[src/hdl/glyph_bitmap_rasterizer_assert.svh]
// ----------------------------------------------------------------------------
// Glyph rasterizer assertion macros
// Concurrent assertion forms used by the rasterizer controller.
// ----------------------------------------------------------------------------
`ifndef GLYPH_BITMAP_RASTERIZER_ASSERT_SVH
`define GLYPH_BITMAP_RASTERIZER_ASSERT_SVH

// Same-cycle implication, disabled while reset is asserted.
`define GBR_ASSERT_IMPLY(name, clk, rst_n, ante, cons, msg) \
  name: assert property (@(posedge clk) disable iff (!rst_n) (ante) |-> (cons)) \
    else $error(msg);

// Next-cycle implication, disabled while reset is asserted.
`define GBR_ASSERT_NEXT(name, clk, rst_n, ante, cons, msg) \
  name: assert property (@(posedge clk) disable iff (!rst_n) (ante) |=> (cons)) \
    else $error(msg);

`endif

[src/hdl/gbr_pkg.sv]
// ----------------------------------------------------------------------------
// Glyph rasterizer package
// Types, constants and command/status bundles shared by the rasterizer.
// ----------------------------------------------------------------------------
package gbr_pkg;

  localparam int CFG_W        = 11;  // configuration data width
  localparam int CFG_IDX_W    = 2;
  localparam int GLYPH_W      = 32;
  localparam int COORD_W      = 16;
  localparam int COLOR_W      = 16;
  localparam int ADDR_W       = 20;
  localparam int ADV_W        = 4;
  localparam int ROW_W        = 18;  // origin row plus offset and row count, no wrap
  localparam int COL_W        = 17;
  localparam int BITMAP_CELLS = 27;
  localparam int BITMAP_TOP   = 26;
  localparam int POS_W        = 6;   // enough for eight rows of seven cells
  localparam int YOFF_MSB     = 31;
  localparam int YOFF_LSB     = 30;
  localparam int GW_MSB       = 29;
  localparam int GW_LSB       = 27;
  localparam int ADV_EMPTY    = 4;
  localparam int RESET_DIM    = 1024;

  localparam int MAX_STRIDE_DEF = 1024;
  localparam int MAX_HEIGHT_DEF = 1024;
  localparam int GLYPH_ROWS_DEF = 8;

  typedef enum logic [CFG_IDX_W-1:0] {
    CFG_IMAGE_WIDTH  = 2'd0,
    CFG_IMAGE_HEIGHT = 2'd1,
    CFG_ROW_STRIDE   = 2'd2
  } cfg_idx_e;

  typedef enum logic [2:0] {
    ST_IDLE,
    ST_CHECK,
    ST_ROW,
    ST_CELL,
    ST_MARK
  } state_e;

  typedef struct packed {
    logic load;
    logic skip_row;
    logic begin_row;
    logic take_cell;
    logic end_row;
    logic mark;
  } cmd_t;

  typedef struct packed {
    logic glyph_zero;
    logic width_zero;
    logic rows_done;
    logic row_below;
    logic row_neg;
    logic bitmap_done;
    logic cell_last;
  } status_t;

endpackage

[src/hdl/glyph_bitmap_rasterizer.sv]
// ----------------------------------------------------------------------------
// Glyph bitmap rasterizer
// Turns one packed 1-bit glyph into clipped frame-buffer pixel writes.
// ----------------------------------------------------------------------------
// Usage: raise start with glyph_word_i, origin_x_i, origin_y_i and ink_color_i;
// the request is taken at a clock edge where start is high and busy is low.
// busy stays high until the glyph's end marker has been issued.
// Results appear one per cycle at most, each on the result ports for a single
// cycle marked by result_strobe_o. Pixel writes come first (write_valid_o
// high), then one end marker with last_result_o high and the advance.
// The receiver cannot stall: every strobed result must be taken.
// Sequence: the glyph is classified, then for each glyph row the row address
// is set up (one multiply) and each bitmap cell of a visible row is taken;
// last the marker is issued. The bitmap ends after 27 cells. Each result is
// registered and appears in the cycle after its cell.
// Configuration writes (index 0 image width, 1 height, 2 stride) are always
// ready and are to be made by the user while the block is idle; the block
// itself does not enforce this. Unknown indexes are ignored.
// Reset returns all dimensions to 1024 and the controller to idle.
// ----------------------------------------------------------------------------
module glyph_bitmap_rasterizer
  import gbr_pkg::*;
#(
  parameter int MAX_STRIDE = MAX_STRIDE_DEF,
  parameter int MAX_HEIGHT = MAX_HEIGHT_DEF,
  parameter int GLYPH_ROWS = GLYPH_ROWS_DEF
) (
  input  logic                      clk_i,
  input  logic                      rst_ni,
  input  logic                      start,
  output logic                      busy,
  input  logic [GLYPH_W-1:0]        glyph_word_i,
  input  logic signed [COORD_W-1:0] origin_x_i,
  input  logic signed [COORD_W-1:0] origin_y_i,
  input  logic [COLOR_W-1:0]        ink_color_i,
  input  logic                      cfg_valid_i,
  output logic                      cfg_ready_o,
  input  logic [CFG_IDX_W-1:0]      cfg_index_i,
  input  logic [CFG_W-1:0]          cfg_data_i,
  output logic                      result_strobe_o,
  output logic                      write_valid_o,
  output logic [ADDR_W-1:0]         pixel_address_o,
  output logic [COLOR_W-1:0]        pixel_color_o,
  output logic [ADV_W-1:0]          advance_o,
  output logic                      last_result_o
);

  localparam int HW = $clog2(MAX_HEIGHT+1);
  localparam int SW = $clog2(MAX_STRIDE+1);
  localparam int HEIGHT_RST = (RESET_DIM > MAX_HEIGHT) ? MAX_HEIGHT : RESET_DIM;
  localparam int STRIDE_RST = (RESET_DIM > MAX_STRIDE) ? MAX_STRIDE : RESET_DIM;

  logic [CFG_W-1:0] width_q;
  logic [HW-1:0]    height_q;
  logic [SW-1:0]    stride_q;

  cmd_t    cmd;
  status_t status;

  assign cfg_ready_o = 1'b1;

  // Height and stride saturate at their maximums on write.
  always_ff @(posedge clk_i or negedge rst_ni) begin
    if (!rst_ni) begin
      width_q  <= CFG_W'(RESET_DIM);
      height_q <= HW'(HEIGHT_RST);
      stride_q <= SW'(STRIDE_RST);
    end else if (cfg_valid_i && cfg_ready_o) begin
      case (cfg_idx_e'(cfg_index_i))
        CFG_IMAGE_WIDTH: begin
          width_q <= cfg_data_i;
        end
        CFG_IMAGE_HEIGHT: begin
          height_q <= (int'(cfg_data_i) > MAX_HEIGHT) ? HW'(MAX_HEIGHT) : HW'(cfg_data_i);
        end
        CFG_ROW_STRIDE: begin
          stride_q <= (int'(cfg_data_i) > MAX_STRIDE) ? SW'(MAX_STRIDE) : SW'(cfg_data_i);
        end
        default: begin
          width_q <= width_q;
        end
      endcase
    end
  end

  gbr_ctrl u_ctrl (
    .clk_i    (clk_i),
    .rst_ni   (rst_ni),
    .start    (start),
    .status_i (status),
    .cmd_o    (cmd),
    .busy     (busy)
  );

  gbr_datapath #(
    .MAX_STRIDE (MAX_STRIDE),
    .MAX_HEIGHT (MAX_HEIGHT),
    .GLYPH_ROWS (GLYPH_ROWS)
  ) u_datapath (
    .clk_i           (clk_i),
    .rst_ni          (rst_ni),
    .cmd_i           (cmd),
    .status_o        (status),
    .glyph_word_i    (glyph_word_i),
    .origin_x_i      (origin_x_i),
    .origin_y_i      (origin_y_i),
    .ink_color_i     (ink_color_i),
    .image_width_i   (width_q),
    .image_height_i  (height_q),
    .row_stride_i    (stride_q),
    .result_strobe_o (result_strobe_o),
    .write_valid_o   (write_valid_o),
    .pixel_address_o (pixel_address_o),
    .pixel_color_o   (pixel_color_o),
    .advance_o       (advance_o),
    .last_result_o   (last_result_o)
  );

endmodule

[src/hdl/gbr_ctrl.sv]
// ----------------------------------------------------------------------------
// Glyph rasterizer controller
// Sequences one glyph row by row and cell by cell, then the end marker.
// ----------------------------------------------------------------------------
`include "glyph_bitmap_rasterizer_assert.svh"

module gbr_ctrl
  import gbr_pkg::*;
(
  input  logic    clk_i,
  input  logic    rst_ni,
  input  logic    start,
  input  status_t status_i,
  output cmd_t    cmd_o,
  output logic    busy
);

  state_e state_q, state_d;

  always_ff @(posedge clk_i or negedge rst_ni) begin
    if (!rst_ni) begin
      state_q <= ST_IDLE;
    end else begin
      state_q <= state_d;
    end
  end

  always_comb begin
    state_d = state_q;
    case (state_q)
      ST_IDLE: begin
        if (start) state_d = ST_CHECK;
      end
      ST_CHECK: begin
        if (status_i.glyph_zero || status_i.width_zero) state_d = ST_MARK;
        else state_d = ST_ROW;
      end
      ST_ROW: begin
        if (status_i.rows_done || status_i.row_below) state_d = ST_MARK;
        else if (!status_i.row_neg) state_d = ST_CELL;
      end
      ST_CELL: begin
        if (status_i.bitmap_done) state_d = ST_MARK;
        else if (status_i.cell_last) state_d = ST_ROW;
      end
      ST_MARK: begin
        state_d = ST_IDLE;
      end
      default: begin
        state_d = ST_IDLE;
      end
    endcase
  end

  always_comb begin
    cmd_o = '0;
    case (state_q)
      ST_IDLE: begin
        cmd_o.load = start;
      end
      ST_ROW: begin
        if (!status_i.rows_done && !status_i.row_below) begin
          cmd_o.skip_row  = status_i.row_neg;
          cmd_o.begin_row = !status_i.row_neg;
        end
      end
      ST_CELL: begin
        if (!status_i.bitmap_done) begin
          cmd_o.take_cell = 1'b1;
          cmd_o.end_row   = status_i.cell_last;
        end
      end
      ST_MARK: begin
        cmd_o.mark = 1'b1;
      end
      default: begin
        cmd_o = '0;
      end
    endcase
  end

  assign busy = (state_q != ST_IDLE);

  `GBR_ASSERT_NEXT(a_mark_then_idle, clk_i, rst_ni, state_q == ST_MARK, state_q == ST_IDLE, "marker not followed by idle")
  `GBR_ASSERT_NEXT(a_accept_to_check, clk_i, rst_ni, start && !busy, state_q == ST_CHECK, "accepted request did not start")
  `GBR_ASSERT_IMPLY(a_cell_in_bitmap, clk_i, rst_ni, cmd_o.take_cell, !status_i.bitmap_done && !status_i.width_zero, "cell consumed past bitmap")

endmodule

[src/hdl/gbr_datapath.sv]
// ----------------------------------------------------------------------------
// Glyph rasterizer datapath
// Holds the glyph, walks its bitmap, clips cells and forms result words.
// ----------------------------------------------------------------------------
module gbr_datapath
  import gbr_pkg::*;
#(
  parameter int MAX_STRIDE = MAX_STRIDE_DEF,
  parameter int MAX_HEIGHT = MAX_HEIGHT_DEF,
  parameter int GLYPH_ROWS = GLYPH_ROWS_DEF
) (
  input  logic                                  clk_i,
  input  logic                                  rst_ni,
  input  cmd_t                                  cmd_i,
  output status_t                               status_o,
  input  logic [GLYPH_W-1:0]                    glyph_word_i,
  input  logic signed [COORD_W-1:0]             origin_x_i,
  input  logic signed [COORD_W-1:0]             origin_y_i,
  input  logic [COLOR_W-1:0]                    ink_color_i,
  input  logic [CFG_W-1:0]                      image_width_i,
  input  logic [$clog2(MAX_HEIGHT+1)-1:0]       image_height_i,
  input  logic [$clog2(MAX_STRIDE+1)-1:0]       row_stride_i,
  output logic                                  result_strobe_o,
  output logic                                  write_valid_o,
  output logic [ADDR_W-1:0]                     pixel_address_o,
  output logic [COLOR_W-1:0]                    pixel_color_o,
  output logic [ADV_W-1:0]                      advance_o,
  output logic                                  last_result_o
);

  localparam int HW = $clog2(MAX_HEIGHT+1);
  localparam int SW = $clog2(MAX_STRIDE+1);
  localparam int PW = HW + SW;
  localparam int RW = $clog2(GLYPH_ROWS+1);

  logic [GLYPH_W-1:0]       glyph_q;
  logic [BITMAP_CELLS-1:0]  bm_q;
  logic signed [COORD_W-1:0] ox_q;
  logic [COLOR_W-1:0]       ink_q;
  logic signed [ROW_W-1:0]  row_q;
  logic [RW-1:0]            rcnt_q;
  logic [POS_W-1:0]         pos_q;
  logic [2:0]               col_idx_q;
  logic [ADDR_W-1:0]        row_base_q;

  logic [2:0]               gw;
  logic signed [ROW_W-1:0]  height_s;
  logic signed [COL_W-1:0]  col;
  logic                     col_ok;
  logic                     emit;
  logic [PW-1:0]            prod;

  assign gw       = glyph_q[GW_MSB:GW_LSB];
  assign height_s = $signed(ROW_W'(image_height_i));
  assign col      = COL_W'(ox_q) + $signed(COL_W'(col_idx_q));
  assign col_ok   = !col[COL_W-1] && (col[COORD_W-1:0] < COORD_W'(image_width_i));
  assign emit     = cmd_i.take_cell && bm_q[BITMAP_TOP] && col_ok;
  // The row is known to lie in [0, image_height) here, so its low bits hold it.
  assign prod     = PW'(row_q[HW-1:0]) * PW'(row_stride_i);

  assign status_o.glyph_zero  = (glyph_q == '0);
  assign status_o.width_zero  = (gw == 3'd0);
  assign status_o.rows_done   = (rcnt_q == RW'(GLYPH_ROWS));
  assign status_o.row_below   = (row_q >= height_s);
  assign status_o.row_neg     = row_q[ROW_W-1];
  assign status_o.bitmap_done = (pos_q >= POS_W'(BITMAP_CELLS));
  assign status_o.cell_last   = (col_idx_q == gw - 3'd1);

  always_ff @(posedge clk_i) begin
    if (cmd_i.load) begin
      glyph_q   <= glyph_word_i;
      bm_q      <= glyph_word_i[BITMAP_CELLS-1:0];
      ox_q      <= origin_x_i;
      ink_q     <= ink_color_i;
      row_q     <= ROW_W'(origin_y_i) + $signed(ROW_W'(glyph_word_i[YOFF_MSB:YOFF_LSB]));
      rcnt_q    <= '0;
      pos_q     <= '0;
      col_idx_q <= '0;
    end else begin
      if (cmd_i.skip_row) begin
        bm_q  <= bm_q << gw;
        pos_q <= pos_q + POS_W'(gw);
      end
      if (cmd_i.begin_row) begin
        row_base_q <= ADDR_W'(prod);
        col_idx_q  <= '0;
      end
      if (cmd_i.take_cell) begin
        bm_q      <= bm_q << 1;
        pos_q     <= pos_q + POS_W'(1);
        col_idx_q <= col_idx_q + 3'd1;
      end
      if (cmd_i.skip_row || cmd_i.end_row) begin
        row_q  <= row_q + ROW_W'(1);
        rcnt_q <= rcnt_q + RW'(1);
      end
    end
  end

  always_ff @(posedge clk_i or negedge rst_ni) begin
    if (!rst_ni) begin
      result_strobe_o <= 1'b0;
    end else begin
      result_strobe_o <= emit || cmd_i.mark;
    end
  end

  always_ff @(posedge clk_i) begin
    if (emit) begin
      write_valid_o   <= 1'b1;
      pixel_address_o <= row_base_q + ADDR_W'(col[COORD_W-1:0]);
      pixel_color_o   <= ink_q;
      advance_o       <= '0;
      last_result_o   <= 1'b0;
    end else if (cmd_i.mark) begin
      write_valid_o   <= 1'b0;
      pixel_address_o <= '0;
      pixel_color_o   <= '0;
      if (status_o.glyph_zero) advance_o <= ADV_W'(ADV_EMPTY);
      else if (status_o.width_zero) advance_o <= '0;
      else advance_o <= ADV_W'(gw) + ADV_W'(1);
      last_result_o   <= 1'b1;
    end
  end

endmodule
[config.mk]
export PLATFORM = sky130hd
export DESIGN_NAME = glyph_bitmap_rasterizer
export DESIGN_NICKNAME = d
export VERILOG_FILES = /design/src/hdl/gbr_pkg.sv /design/src/hdl/glyph_bitmap_rasterizer.sv /design/src/hdl/gbr_ctrl.sv /design/src/hdl/gbr_datapath.sv
export VERILOG_INCLUDE_DIRS = /design/src /design/src/hdl
export SDC_FILE = /design/constraint.sdc
export NUM_CORES = 1
export LEC_CHECK = 0
export BUFFER_PORTS_ARGS = -buffer_cell sky130_fd_sc_hd__buf_2
export CAP_MARGIN = 10
export CORE_ASPECT_RATIO = 1.25
export CORE_UTILIZATION = 66
export DETAILED_ROUTE_END_ITERATION = 7
export HOLD_SLACK_MARGIN = 0.12
export PLACE_DENSITY = 0.87
export SLEW_MARGIN = 20
export SYNTH_ARGS = -nofsm -noshare
export SYNTH_HDL_FRONTEND = slang
export SYNTH_HIERARCHICAL = 1
export SYNTH_SLANG_ARGS = --single-unit
[constraint.sdc]
create_clock -name clk_i -period 9.8 [get_ports clk_i]
set_input_delay 1.96 -clock clk_i [delete_from_list [all_inputs] [get_ports clk_i]]
set_output_delay 1.96 -clock clk_i [all_outputs]
set_load 0.03 [all_outputs]
==> results.yml <==
outcome:
  status: "finished clean"
hold_path:
  hold_start: "u_datapath/rcnt_q[3]"
  hold_class: "reg -> reg"
global_routing:
  grt_max_degree: 109
  grt_pass1_vias: 11430
  overflow: 0
  grt_usage_pct: 29.25
  antenna_found_initial: 0
  grt_pass1_wl_mm: 56.95
power_and_ir_drop:
  leakage_nw: 7.577
  vdd_ir_drop_max_mv: 0.2298
  power_density_nw_per_um2: 338.1
setup_path:
  max_stage_delay_ns: 0.73
  r2r-start: "u_datapath/row_q[0]"
  start_kind: "flip-flop"
  startpoint: "u_datapath/row_q[0]"
  crit_buf_inv: 3
  arrival_ns: 5.90
  crit_type: "reg -> reg"
  path_cells: "nand2_1, fa_1, fa_1, inv_1, fa_1, fa_1, inv_1, fa_1, inv_1, ha_1, a21o_1, a21o_1, a221oi_1, nor2_1, a41oi_1, xnor2_1"
  critPathSlowestCell: "edfxtp_1"
  path_delay_family: "adder cells"
  required_ns: 10.06
  path_common_cell: "fa_1"
  worstSetupEndpointType: "flip-flop"
  crit_path_max_fanout: 18
synthesis:
  ys_warn_count: 6
  ys_seq_elements: 221
  synth.top_cell.area_share_pct: 31.21
  yosys.area.top_type: "edfxtp_1"
  async_flop_share_pct: 16.74
  synthTopCellsByArea: "edfxtp_1, fa_1, ha_1"
  avgSynthCellArea_um2: 10.46
  yosysSeqAreaShare_pct: 39.46
  syn-num-nets: 1801
  ys.flop_type: "edfxtp_1"
  synthCells: 1518
  syn-cell-area_um2: 15880
  synth_edf_count: 165
  ys_types: 86
timing:
  fin_setup_tns_ns: 0
  hold_viol: 0
  relSlewSlack_pct: 40.52
  rsz0062_at_grt: "false"
  worst_pin_slew_ns: 0.8922
  final.period_utilization_pct: 57.51
  holdWs_ns: 0.4965
  fmax_ghz: 0.1774
  setup_viol: 0
  post-route-min-period_ns: 5.636
  drv_slew: 0
  fin_worst_skew_ns: 0.01131
route:
  drc: 0
  ant_nets: 0
  dr_wl_met2_mm: 18.60
  num_vias: 11660
  wl_per_cell_um: 18.52
  drt-met1-wl_mm: 14.08
  viasPerCell: 6.026
  drt-total-wl_mm: 35.81
  maxUsedRoutingLayer: "met4"
  drtPass1Iterations: 8
  met3_length_mm: 2.174
  drt_iter0_drc: 837
cts:
  post_cts_buffers: 0
  postCtsHoldBufs: 0
  cts_root_buf: "clkbuf_16"
  htreeDepth: 1
  cts_tree: "yes"
  cts_resized: 0
  numCtsBuffers: 23
  clockBufferDepth: 3
  clk_latency_ns: 0.53
  clk_pin_slew_worst_paths_ns: 0.06
  cts_sinks: 221
floorplan:
  io_pins: 142
  core_um2: 23650
  die_h_um: 175.4
  core.rowCount: 63
  initial_core_util_pct: 67.13
  die_width_um: 140.7
  die-area_um2: 24680
job:
  maxCapViolations: 0
placement:
  dp_hpwl_mm: 26.13
  port_buffers: 140
  gp_congestion: 0.8680
cells_and_area:
  layout.area.seq_um2: 6265
  multi_input_comb_area_um2: 8728
  final_cell_mix: "edfxtp_1, nand2_1, inv_1, buf_2, ha_1"
  antennaDiodeCount: 0
  area_growth_syn_to_layout_pct: 10.39
  layout_commonest_cell: "edfxtp_1"
  fillers: 1587
  drive_gt1_share_pct: 16.02
  nNetsFinal: 1908
[layer usage]
layer | track usage [%] | vias to the layer above
li1 | - | 5460
met3 | 3.899 | 74
met2 | 52.61 | 434
met5 | 0 | -
met1 | 36.39 | 5687
met4 | 9.330 | 0
[path summary, 6_finish.rpt]
kind                                             endpoint  slack, ns  cells past startpoint
worst max-delay path            u_datapath/row_base_q[18]       4.16                     16
max in group asynchronous                     stride_q[4]       7.69                      1
min in group asynchronous                     height_q[6]       1.55                      1
worst max register to register  u_datapath/row_base_q[18]       4.16                     16
worst min-delay path                 u_datapath/rcnt_q[3]       0.50                      2
worst min register to register       u_datapath/rcnt_q[3]       0.50                      2
[area by class of cell]
| type | count | area share (%) |
|---|---|---|
| multi-input combinational | 1073 | 49.81 |
| sequential | 221 | 35.75 |
| timing repair buffer | 148 | 4.362 |
| clock buffer | 27 | 3.484 |
| inverter | 158 | 3.384 |
| tap | 292 | 2.085 |
| clock inverter | 15 | 1.128 |
[power breakdown]
part           total [mW]  internal [mW]  leakage, nW  switching [mW]
registers            1.72           1.44         2.13           0.274
logic                3.28           1.32         5.04            1.97
clock network       0.926          0.557        0.398           0.369
[cells in the mapped netlist (all sizes together), types with 50 or more instances]
master  instances
clkbuf         50
nor2           69
mux2i          50
xnor2          52
nand2         157
and2           95
inv           156
fa             83
ha            103
edfxtp        165
a21oi          90
o21ai          66
[logic make-up (layout without fill, tap and decap cells)]
logic type,Yosys count,count (layout),share of synthesized area [%]
and+or+nand+nor,468,468,15.57
xor gates and xnor gates,79,79,4.358
adders and majority gates,186,186,18.58
other,1,1,0.02362
AOI/OAI and AO/OA,254,254,10.19
DFF,221,221,39.46
buffers and inverters,224,348,5.706
muxes,85,85,6.108
[registers in the layout (all words and copies together), names as in the netlist]
| register | count |
|---|---|
| u_datapath/row_q | 18 |
| u_datapath/pixel_color_o | 16 |
| u_datapath/result_strobe_o | 1 |
| u_datapath/pos_q | 6 |
| u_datapath/pixel_address_o | 20 |
| stride_q | 11 |
| height_q | 11 |
| u_ctrl/state_q | 3 |
| u_datapath/ink_q | 16 |
| u_datapath/advance_o | 4 |
| u_datapath/last_result_o | 1 |
| u_datapath/rcnt_q | 4 |
| width_q | 11 |
| u_datapath/col_idx_q | 3 |
| u_datapath/row_base_q | 20 |
| u_datapath/bm_q | 27 |
| u_datapath/write_valid_o | 1 |
| u_datapath/glyph_q | 32 |
| u_datapath/ox_q | 16 |
[stage by stage]
stage	total power [mW]	instance area, um2	utilization, %	setup WS, ns	std cells
2_1_floorplan	4.164	15880	-	3.674	1518
3_3_place_gp	4.773	16700	70.60	4.371	1892
3_5_place_dp	4.928	16700	70.60	4.212	1892
4_1_cts	5.899	17500	74.02	4.198	1934
5_1_grt	6.398	17520	74.11	3.893	1934
6_report	5.925	17520	74.11	4.164	1934
[worst reg2reg max path, delay by kind of cell, from the launching register on]
| family | cells | cell delay [ns] |
|---|---|---|
| AO/OA/AOI/OAI | 4 | 1.05 |
| XOR/XNOR | 1 | 0.11 |
| adder cells (fa/ha/maj) | 6 | 3.02 |
| buffers and inverters | 3 | 0.14 |
| flip-flops | 1 | 0.73 |
| AND/OR/NAND/NOR | 2 | 0.32 |
No activity file was read; power rests on OpenSTA's default activity.
